### src/hdl/mcst_pkg.sv
// Package for the multi-channel soft timer unit: command and result types,
// operation, status and state codes, and default sizes. No dependencies.
package mcst_pkg;

  localparam int unsigned NumTimersDef = 8;
  localparam int unsigned CmdFifoDepth = 2;
  localparam logic [15:0] MaxPeriodRst = 16'hFFFF;

  localparam int unsigned TdataInW  = 72;
  localparam int unsigned TuserInW  = 3;
  localparam int unsigned TdataOutW = 24;

  // Input kind codes as they arrive on the stream.
  localparam logic [2:0] KIND_ALLOC     = 3'd0;
  localparam logic [2:0] KIND_START     = 3'd1;
  localparam logic [2:0] KIND_START_PER = 3'd2;
  localparam logic [2:0] KIND_STOP      = 3'd3;
  localparam logic [2:0] KIND_TICK      = 3'd4;
  localparam logic [2:0] KIND_FREE      = 3'd5;

  // Result status codes.
  localparam logic [1:0] ST_OK         = 2'd0;
  localparam logic [1:0] ST_NO_SLOT    = 2'd1;
  localparam logic [1:0] ST_BAD_PERIOD = 2'd2;

  typedef enum logic [2:0] {
    OP_ALLOC,
    OP_START,
    OP_START_PER,
    OP_STOP,
    OP_TICK,
    OP_FREE,
    OP_BAD
  } op_e;

  typedef enum logic [1:0] {
    BK_IDLE,
    BK_SCAN,
    BK_TEND
  } bk_state_e;

  typedef struct packed {
    op_e         op;
    logic [2:0]  idx;
    logic [15:0] period;
    logic        reload;
    logic [15:0] tag;
    logic [31:0] now;
    logic        period_ok;
  } cmd_t;

  typedef struct packed {
    logic [1:0]  status;
    logic [2:0]  idx;
    logic        fired;
    logic [15:0] tag;
    logic        last;
  } res_t;

endpackage

### src/hdl/multi_channel_soft_timer_unit.sv
// A non-tick command's result goes to the output register when the executor
// takes the command from the queue; a tick is taken from the queue, then the
// channels are scanned one per cycle (unless a stalled result holds the scan),
// then a closing step sends the last result. Throughput: one non-tick command
// per cycle when idle and unstalled; the table scan sets tick cost.
// Reset (rst_ni, asynchronous, active low) frees all channels, empties the queue.
module multi_channel_soft_timer_unit #(
  parameter int unsigned NUM_TIMERS = mcst_pkg::NumTimersDef
) (
  input  logic                            clk_i,
  input  logic                            rst_ni,
  // Command stream.
  input  logic                            s_axis_tvalid_i,
  output logic                            s_axis_tready_o,
  // tdata from bit 0 up: timer_index[2:0], period[18:3], reload_mode[19],
  // tag[35:20], now[67:36], zero padding[71:68].
  input  logic [mcst_pkg::TdataInW-1:0]   s_axis_tdata_i,
  // tuser: kind[2:0].
  input  logic [mcst_pkg::TuserInW-1:0]   s_axis_tuser_i,
  // Result stream.
  output logic                            m_axis_tvalid_o,
  input  logic                            m_axis_tready_i,
  // tdata from bit 0 up: status[1:0], timer_index_res[4:2],
  // expired_tag[20:5], zero padding[23:21].
  output logic [mcst_pkg::TdataOutW-1:0]  m_axis_tdata_o,
  // tuser: fired[0].
  output logic                            m_axis_tuser_o,
  output logic                            m_axis_tlast_o,
  // max_period register write.
  input  logic                            cfg_we_i,
  input  logic [15:0]                     cfg_wdata_i
);
  import mcst_pkg::*;

  // The front end decodes each command transaction and checks its period
  // against max_period; decoded commands wait in a short queue so that the
  // input side keeps accepting, until the queue fills, during a tick scan.
  // Reset also sets max_period back to 65535.
  cmd_t front_cmd;
  cmd_t head_cmd;
  logic front_push;
  logic fifo_full;
  logic fifo_valid;
  logic fifo_pop;

  mcst_front u_front (
    .clk_i           (clk_i),
    .rst_ni          (rst_ni),
    .s_axis_tvalid_i (s_axis_tvalid_i),
    .s_axis_tready_o (s_axis_tready_o),
    .s_axis_tdata_i  (s_axis_tdata_i),
    .s_axis_tuser_i  (s_axis_tuser_i),
    .cfg_we_i        (cfg_we_i),
    .cfg_wdata_i     (cfg_wdata_i),
    .fifo_full_i     (fifo_full),
    .push_o          (front_push),
    .cmd_o           (front_cmd)
  );

  mcst_cmd_fifo #(
    .DEPTH (CmdFifoDepth)
  ) u_cmd_fifo (
    .clk_i       (clk_i),
    .rst_ni      (rst_ni),
    .push_i      (front_push),
    .push_data_i (front_cmd),
    .pop_i       (fifo_pop),
    .full_o      (fifo_full),
    .valid_o     (fifo_valid),
    .data_o      (head_cmd)
  );

  // The executor owns the channel table and the output register. On a tick
  // it holds each expired channel in a pending register until the next one
  // or the end of the scan, so that the last fired result can carry tlast.
  mcst_back #(
    .NUM_TIMERS (NUM_TIMERS)
  ) u_back (
    .clk_i           (clk_i),
    .rst_ni          (rst_ni),
    .cmd_valid_i     (fifo_valid),
    .cmd_i           (head_cmd),
    .pop_o           (fifo_pop),
    .m_axis_tvalid_o (m_axis_tvalid_o),
    .m_axis_tready_i (m_axis_tready_i),
    .m_axis_tdata_o  (m_axis_tdata_o),
    .m_axis_tuser_o  (m_axis_tuser_o),
    .m_axis_tlast_o  (m_axis_tlast_o)
  );

endmodule

### src/hdl/mcst_front.sv
// Front end of the soft timer unit: accepts command transactions, decodes the
// kind, checks the period against the max_period register. Uses mcst_pkg.
module mcst_front (
  input  logic                            clk_i,
  input  logic                            rst_ni,
  input  logic                            s_axis_tvalid_i,
  output logic                            s_axis_tready_o,
  input  logic [mcst_pkg::TdataInW-1:0]   s_axis_tdata_i,
  input  logic [mcst_pkg::TuserInW-1:0]   s_axis_tuser_i,
  input  logic                            cfg_we_i,
  input  logic [15:0]                     cfg_wdata_i,
  input  logic                            fifo_full_i,
  output logic                            push_o,
  output mcst_pkg::cmd_t                  cmd_o
);
  import mcst_pkg::*;

  logic [15:0] max_period_q;

  always_ff @(posedge clk_i or negedge rst_ni) begin
    if (!rst_ni) begin
      max_period_q <= MaxPeriodRst;
    end else if (cfg_we_i) begin
      max_period_q <= cfg_wdata_i;
    end
  end

  assign s_axis_tready_o = !fifo_full_i;
  assign push_o          = s_axis_tvalid_i && !fifo_full_i;

  always_comb begin
    cmd_o.idx       = s_axis_tdata_i[2:0];
    cmd_o.period    = s_axis_tdata_i[18:3];
    cmd_o.reload    = s_axis_tdata_i[19];
    cmd_o.tag       = s_axis_tdata_i[35:20];
    cmd_o.now       = s_axis_tdata_i[67:36];
    cmd_o.period_ok = (s_axis_tdata_i[18:3] != 16'd0) &&
                      (s_axis_tdata_i[18:3] <= max_period_q);
    case (s_axis_tuser_i)
      KIND_ALLOC:     cmd_o.op = OP_ALLOC;
      KIND_START:     cmd_o.op = OP_START;
      KIND_START_PER: cmd_o.op = OP_START_PER;
      KIND_STOP:      cmd_o.op = OP_STOP;
      KIND_TICK:      cmd_o.op = OP_TICK;
      KIND_FREE:      cmd_o.op = OP_FREE;
      default:        cmd_o.op = OP_BAD;
    endcase
  end

endmodule

### src/hdl/mcst_cmd_fifo.sv
// Short command queue between the front end and the executor of the soft
// timer unit. Holds decoded commands of type mcst_pkg::cmd_t.
module mcst_cmd_fifo #(
  parameter int unsigned DEPTH = mcst_pkg::CmdFifoDepth
) (
  input  logic           clk_i,
  input  logic           rst_ni,
  input  logic           push_i,
  input  mcst_pkg::cmd_t push_data_i,
  input  logic           pop_i,
  output logic           full_o,
  output logic           valid_o,
  output mcst_pkg::cmd_t data_o
);
  import mcst_pkg::*;

  localparam int unsigned PtrW = (DEPTH > 1) ? $clog2(DEPTH) : 1;
  localparam int unsigned CntW = $clog2(DEPTH + 1);

  cmd_t            mem_q [DEPTH];
  logic [PtrW-1:0] wr_ptr_q, wr_ptr_d;
  logic [PtrW-1:0] rd_ptr_q, rd_ptr_d;
  logic [CntW-1:0] cnt_q, cnt_d;
  logic            do_push, do_pop;

  assign full_o  = (cnt_q == CntW'(DEPTH));
  assign valid_o = (cnt_q != '0);
  assign data_o  = mem_q[rd_ptr_q];
  assign do_push = push_i && !full_o;
  assign do_pop  = pop_i && valid_o;

  always_comb begin
    wr_ptr_d = wr_ptr_q;
    rd_ptr_d = rd_ptr_q;
    cnt_d    = cnt_q;
    if (do_push) begin
      wr_ptr_d = (wr_ptr_q == PtrW'(DEPTH - 1)) ? '0 : wr_ptr_q + 1'b1;
    end
    if (do_pop) begin
      rd_ptr_d = (rd_ptr_q == PtrW'(DEPTH - 1)) ? '0 : rd_ptr_q + 1'b1;
    end
    if (do_push && !do_pop) begin
      cnt_d = cnt_q + 1'b1;
    end else if (do_pop && !do_push) begin
      cnt_d = cnt_q - 1'b1;
    end
  end

  always_ff @(posedge clk_i or negedge rst_ni) begin
    if (!rst_ni) begin
      wr_ptr_q <= '0;
      rd_ptr_q <= '0;
      cnt_q    <= '0;
    end else begin
      wr_ptr_q <= wr_ptr_d;
      rd_ptr_q <= rd_ptr_d;
      cnt_q    <= cnt_d;
    end
  end

  always_ff @(posedge clk_i) begin
    if (do_push) begin
      mem_q[wr_ptr_q] <= push_data_i;
    end
  end

endmodule

### src/hdl/mcst_back.sv
// Executor of the soft timer unit: holds the channel table, carries out
// commands and scans channels on a tick, one per cycle unless stalled. Uses mcst_pkg.
module mcst_back #(
  parameter int unsigned NUM_TIMERS = mcst_pkg::NumTimersDef
) (
  input  logic                            clk_i,
  input  logic                            rst_ni,
  input  logic                            cmd_valid_i,
  input  mcst_pkg::cmd_t                  cmd_i,
  output logic                            pop_o,
  output logic                            m_axis_tvalid_o,
  input  logic                            m_axis_tready_i,
  output logic [mcst_pkg::TdataOutW-1:0]  m_axis_tdata_o,
  output logic                            m_axis_tuser_o,
  output logic                            m_axis_tlast_o
);
  import mcst_pkg::*;

  localparam int unsigned IdxW = (NUM_TIMERS > 1) ? $clog2(NUM_TIMERS) : 1;

  // Channel table.
  logic [NUM_TIMERS-1:0]        alloc_q, run_q, periodic_q;
  logic [NUM_TIMERS-1:0][15:0]  period_q;
  logic [NUM_TIMERS-1:0][15:0]  tag_q;
  logic [NUM_TIMERS-1:0][31:0]  target_q;

  bk_state_e       state_q, state_d;
  cmd_t            tick_q, tick_d;
  logic [IdxW-1:0] scan_q, scan_d;
  res_t            pend_q, pend_d;
  logic            pend_vld_q, pend_vld_d;
  res_t            out_q, out_d;
  logic            out_vld_q, out_vld_d;

  logic            out_free;
  logic            out_load;
  res_t            out_res;
  logic [IdxW-1:0] rd_idx;
  logic [IdxW-1:0] free_idx;
  logic            full;
  logic            in_range;
  logic            slot_ok;
  logic            expire;
  logic [15:0]     new_per;

  // Table write port, one index per cycle.
  logic [IdxW-1:0] wr_idx;
  logic            we_alloc, alloc_val;
  logic            we_run, run_val;
  logic            we_periodic, periodic_val;
  logic            we_period, we_tag, we_target;
  logic [15:0]     period_val, tag_val;
  logic [31:0]     target_val;

  assign out_free = !out_vld_q || m_axis_tready_i;
  assign full     = &alloc_q;
  assign rd_idx   = (state_q == BK_SCAN) ? scan_q : IdxW'(cmd_i.idx);
  assign in_range = ({29'd0, cmd_i.idx} < 32'(NUM_TIMERS));
  assign slot_ok  = in_range && alloc_q[rd_idx];
  assign expire   = run_q[rd_idx] && (tick_q.now >= target_q[rd_idx]);
  assign new_per  = (cmd_i.op == OP_START_PER) ? cmd_i.period : period_q[rd_idx];

  always_comb begin
    free_idx = '0;
    for (int i = NUM_TIMERS - 1; i >= 0; i--) begin
      if (!alloc_q[i]) begin
        free_idx = IdxW'(i);
      end
    end
  end

  always_comb begin
    state_d      = state_q;
    tick_d       = tick_q;
    scan_d       = scan_q;
    pend_d       = pend_q;
    pend_vld_d   = pend_vld_q;
    pop_o        = 1'b0;
    out_load     = 1'b0;
    out_res      = '0;
    out_res.last = 1'b1;
    wr_idx       = rd_idx;
    we_alloc     = 1'b0;
    alloc_val    = 1'b0;
    we_run       = 1'b0;
    run_val      = 1'b0;
    we_periodic  = 1'b0;
    periodic_val = 1'b0;
    we_period    = 1'b0;
    period_val   = cmd_i.period;
    we_tag       = 1'b0;
    tag_val      = cmd_i.tag;
    we_target    = 1'b0;
    target_val   = cmd_i.now + {16'd0, new_per};

    case (state_q)
      BK_IDLE: begin
        if (cmd_valid_i && cmd_i.op == OP_TICK) begin
          pop_o      = 1'b1;
          tick_d     = cmd_i;
          scan_d     = '0;
          pend_vld_d = 1'b0;
          state_d    = BK_SCAN;
        end else if (cmd_valid_i && out_free) begin
          pop_o    = 1'b1;
          out_load = 1'b1;
          case (cmd_i.op)
            OP_ALLOC: begin
              if (full) begin
                out_res.status = ST_NO_SLOT;
              end else if (!cmd_i.period_ok) begin
                out_res.status = ST_BAD_PERIOD;
              end else begin
                wr_idx       = free_idx;
                we_alloc     = 1'b1;
                alloc_val    = 1'b1;
                we_run       = 1'b1;
                we_periodic  = 1'b1;
                periodic_val = cmd_i.reload;
                we_period    = 1'b1;
                we_tag       = 1'b1;
                out_res.idx  = 3'(free_idx);
              end
            end
            OP_START, OP_START_PER: begin
              out_res.idx = cmd_i.idx;
              if (!slot_ok) begin
                out_res.status = ST_NO_SLOT;
              end else if (cmd_i.op == OP_START_PER && !cmd_i.period_ok) begin
                out_res.status = ST_BAD_PERIOD;
              end else begin
                we_period = (cmd_i.op == OP_START_PER);
                we_target = 1'b1;
                we_run    = 1'b1;
                run_val   = 1'b1;
              end
            end
            OP_STOP: begin
              out_res.idx = cmd_i.idx;
              if (!slot_ok) begin
                out_res.status = ST_NO_SLOT;
              end else begin
                we_run = 1'b1;
              end
            end
            OP_FREE: begin
              out_res.idx = cmd_i.idx;
              if (!slot_ok) begin
                out_res.status = ST_NO_SLOT;
              end else begin
                we_alloc    = 1'b1;
                we_run      = 1'b1;
                we_periodic = 1'b1;
              end
            end
            default: begin
            end
          endcase
        end
      end

      BK_SCAN: begin
        // An expired channel waits in the pending register until the next
        // expiry or the end of the scan tells whether it is the last one.
        if (!(expire && pend_vld_q && !out_free)) begin
          if (expire) begin
            if (pend_vld_q) begin
              out_load = 1'b1;
              out_res  = pend_q;
            end
            pend_d.status = ST_OK;
            pend_d.idx    = 3'(scan_q);
            pend_d.fired  = 1'b1;
            pend_d.tag    = tag_q[rd_idx];
            pend_d.last   = 1'b0;
            pend_vld_d    = 1'b1;
            if (periodic_q[rd_idx]) begin
              we_target  = 1'b1;
              target_val = tick_q.now + {16'd0, period_q[rd_idx]};
            end else begin
              we_run = 1'b1;
            end
          end
          if (scan_q == IdxW'(NUM_TIMERS - 1)) begin
            state_d = BK_TEND;
          end else begin
            scan_d = scan_q + 1'b1;
          end
        end
      end

      BK_TEND: begin
        if (out_free) begin
          out_load = 1'b1;
          if (pend_vld_q) begin
            out_res      = pend_q;
            out_res.last = 1'b1;
          end
          pend_vld_d = 1'b0;
          state_d    = BK_IDLE;
        end
      end

      default: begin
        state_d = BK_IDLE;
      end
    endcase
  end

  always_comb begin
    out_d     = out_q;
    out_vld_d = out_vld_q;
    if (out_load) begin
      out_d     = out_res;
      out_vld_d = 1'b1;
    end else if (m_axis_tready_i) begin
      out_vld_d = 1'b0;
    end
  end

  always_ff @(posedge clk_i or negedge rst_ni) begin
    if (!rst_ni) begin
      state_q    <= BK_IDLE;
      scan_q     <= '0;
      pend_vld_q <= 1'b0;
      out_vld_q  <= 1'b0;
      alloc_q    <= '0;
      run_q      <= '0;
      periodic_q <= '0;
    end else begin
      state_q    <= state_d;
      scan_q     <= scan_d;
      pend_vld_q <= pend_vld_d;
      out_vld_q  <= out_vld_d;
      if (we_alloc) begin
        alloc_q[wr_idx] <= alloc_val;
      end
      if (we_run) begin
        run_q[wr_idx] <= run_val;
      end
      if (we_periodic) begin
        periodic_q[wr_idx] <= periodic_val;
      end
    end
  end

  always_ff @(posedge clk_i) begin
    tick_q <= tick_d;
    pend_q <= pend_d;
    out_q  <= out_d;
    if (we_period) begin
      period_q[wr_idx] <= period_val;
    end
    if (we_tag) begin
      tag_q[wr_idx] <= tag_val;
    end
    if (we_target) begin
      target_q[wr_idx] <= target_val;
    end
  end

  assign m_axis_tvalid_o = out_vld_q;
  assign m_axis_tdata_o  = {3'd0, out_q.tag, out_q.idx, out_q.status};
  assign m_axis_tuser_o  = out_q.fired;
  assign m_axis_tlast_o  = out_q.last;

endmodule

### config.mk
export PLATFORM = sky130hd
export DESIGN_NAME = multi_channel_soft_timer_unit
export DESIGN_NICKNAME = d
export VERILOG_FILES = /design/src/hdl/mcst_pkg.sv /design/src/hdl/multi_channel_soft_timer_unit.sv /design/src/hdl/mcst_front.sv /design/src/hdl/mcst_cmd_fifo.sv /design/src/hdl/mcst_back.sv
export SDC_FILE = /design/constraint.sdc
export NUM_CORES = 1
export LEC_CHECK = 0
export ABC_AREA = 1
export ABC_CLOCK_PERIOD_IN_PS = 5300
export BUFFER_PORTS_ARGS = -buffer_cell sky130_fd_sc_hd__buf_2
export CAP_MARGIN = 40
export CORE_UTILIZATION = 55
export DETAILED_ROUTE_END_ITERATION = 16
export PLACE_DENSITY = 0.73
export RECOVER_POWER = 50
export SLEW_MARGIN = 20
export SYNTH_ARGS = -nofsm -noshare
export SYNTH_HDL_FRONTEND = slang
export SYNTH_SLANG_ARGS = --single-unit
export TNS_END_PERCENT = 30
### constraint.sdc
create_clock -name clk_i -period 5.3 [get_ports clk_i]
set_input_delay 1.325 -clock clk_i [delete_from_list [all_inputs] [get_ports clk_i]]
set_output_delay 1.325 -clock clk_i [all_outputs]
set_load 0.01 [all_outputs]
==> out/results.ini <==
[cells_and_area]
antenna_cells = 0
most-common-layout-cells = 761 x nand2_1, 730 x edfxtp_1, 307 x o21ai_0
final_common_cell = nand2_1
multi_input_area_um2 = 10300
fin_util_pct = 63.5
final_area_um2 = 39300
drive_gt1_share_pct = 10.7
seq_area_um2 = 23200
final_net_count = 3419
fill_cells = 4718
syn_to_final_growth_pct = 13.8

[sta]
final.setup.tns_ps = 0
setup_ws_ps = 212
setup_violations = 0
maxSlewViolCount = 226
finalCriticalPeriod_ps = 5090
period_share_pct = 96.0
tightest_slew_ps = 2910
max_freq_mhz = 197
hold_viol = 0
skew_ps = 21.7
rsz0062_at_grt = yes
max_slew_margin_pct = -93.9

[synth]
synth_compound_area_share_pct = 9.49
synthSimpleGateAreaFrac_pct = 15.6
synth_area_leaders = edfxtp_1 63%, nand2_1 8.3%, o21ai_0 4.5%
syn-instance-count = 3073
ys_ff_latch = 781
synthArstFlopShare_pct = 6.53
synth_top_area_share_pct = 63.4
postSynthAreaPerCell_um2 = 11.3
synthesis.area_um2 = 34600
ys_warn_count = 0
synth.area.mux_share_pct = 0.0905
synth_enable_flop_cells = 730
synth_cell_types = 60
synth_adder_area_share_pct = 3.30
synth_top_area_cell = edfxtp_1
synth_top_family_by_area = simple AND/OR/NAND/NOR gates
synth_xor_area_share_pct = 1.01
ys.flop_type = edfxtp_1
yosysSeqAreaShare_pct = 67.1

[floorplanning]
initial_core_util_pct = 55.8
fp.dieW_um = 253
io_pins = 124
core_area_um2 = 61900
dieArea_um2 = 63900
die_y_um = 253
num_rows = 91

[cts]
cts.sinks = 781
cts_hold_buffers = 0
insertion_delay_ps = 640
cts_htree_levels = 3
tritoncts = done
cts_buffer_depth = 3
clkTransAtPathRegs_ps = 60
cts_made_buffers = 79
cts_root_buffer = clkbuf_16

[grt]
grt_pass1_wl_um = 130000
grt_pass1_vias = 23300
grt-ovfl-total = 0
grt_antenna_before_repair = 1
grt_max_degree = 75
grtUsageTotal_pct = 26.9

[placed_design]
hpwlAfterDp_um = 53400
place_ws_ps = -44.7
gp_congestion = 0.942
placed_cell_area_um2 = 36700
port_buffers = 116

[detailed_routing]
drc = 0
first_iter_violations = 2493
avgViaCountPerCell = 5.80
wl_per_cell_um = 20.6
drt_wl_total_um = 85000
dr.pass1.iters = 5
ant_nets = 0
dr_total_vias = 24000

[critical_path]
r2r_start = u_back.state_q[1]
start_kind = register
critical_path_class = register to register
cp.arrival_ps = 5420
worstSetupStartpoint = u_back.state_q[1]
path_max_fanout = 15
crit_required_ps = 5640
crit_path_end_kind = register
rr_worst_depth = 21
rrSetupSlack_ps = 210
rr_endpoint = u_back.target_q[145]

[status]
failed_checks = capacitance limit, slew limit
status = complete, but fails checks

[worst_hold_path]
hold_start = u_back.run_q[5]
hp-class = register to register
hold_depth = 2
hold_end = u_back.run_q[5]

[flow_run]
maxCapViolCount = 5

==> metal layers <==
layer / global-route usage (%) / part of all wire [%] / wire length [µm]
met5: 0 / 0 / 0
met2: 44.0 / 48 / 40800
met4: 8.40 / 2.2 / 1900
met3: 3.29 / 7.6 / 6480
met1: 37.7 / 42 / 35900
==> critical path: stages (launching register included) <==
cell      delay [ps]
dfrtp_1          430
inv_1             90
ha_1             220
inv_2            170
buf_4            180
nand3_1          150
o21ai_4          220
buf_4            220
buf_4            210
a21oi_1           60
a32o_1           200
o21ai_0          190
buf_4            170
ha_1             270
a21oi_1          200
a21boi_0         420
o21ai_0          340
a21oi_1          330
buf_4            170
xnor2_1          120
nand2_1           60
o21ai_1          350
==> area by class of cell <==
class,instances,share of cell area (%)
Sequential cell,781,59.0
Inverter,147,1.47
Timing Repair Buffer,213,3.86
Clock buffer,95,5.39
Multi-Input combinational cell,2011,26.3
Tap cell,837,2.66
Clock inverter,46,1.36
==> registers in the layout, indices dropped and copies added (netlist names), 2 cells and up <==
signal / cells
u_back.state_q: 2
u_back.period_q: 128
u_back.tag_q: 128
u_front.max_period_q: 16
u_back.run_q: 8
u_back.periodic_q: 8
u_back.target_q: 256
u_back.pend_q: 19
u_cmd_fifo.mem_q: 144
u_back.alloc_q: 8
u_back.scan_q: 3
u_cmd_fifo.cnt_q: 2
u_back.m_axis_tdata_o: 21
u_back.tick_q: 32
==> repair_timing <==
action,in CTS,in global routing
buffers inserted,0,3
gates resized for setup,3,30
setup endpoints to repair,16,495
pin swaps,0,0
cloned,0,2
==> cell usage after synthesis (all sizes together) (7+ instances only) <==
cell type / n
a21oi: 84
buf: 54
ha: 88
edfxtp: 730
nand2: 775
clkbuf: 82
o22ai: 64
o21ai: 338
xor2: 21
nor4: 7
or2: 14
nor2: 317
nand4: 20
nor3: 14
dfrtp: 35
inv: 147
nand3: 151
a32o: 17
dfstp: 16
xnor2: 19
o21a: 7
o221ai: 31
==> cells by family (layout without fill, tap and decap cells) <==
| family | Yosys count | in the layout |
|---|---|---|
| XOR/XNOR | 40 | 40 |
| multiplexers | 3 | 3 |
| flip-flops | 781 | 781 |
| AND/OR/NAND/NOR | 1308 | 1308 |
| AO/OA/AOI/OAI | 567 | 567 |
| adder cells (fa/ha/maj) | 90 | 90 |
| other | 1 | 3 |
| buffers and inverters | 283 | 501 |
==> worst max path at each step <==
stage                                 to  depth (start not counted)
floorplan             u_back.target_q[0]                         27
global placement     u_back.target_q[26]                         21
detailed placement  u_back.target_q[250]                         22
CTS                  u_back.target_q[80]                         22
global route         u_back.target_q[81]                         19
finish              u_back.target_q[145]                         21
==> through the flow <==
| step | instances | hold slack [ps] |
|---|---|---|
| after CTS | 4123 | 476 |
| after global routing | 4130 | 507 |
| after floorplan | 3075 | 442 |
| after detailed placement | 3982 | 461 |
| after global placement | 3979 | 459 |
| final | 4130 | 475 |
Power is not shown: default switching activity piles up to over one toggle a cycle in this logic, so the estimate is an artifact.
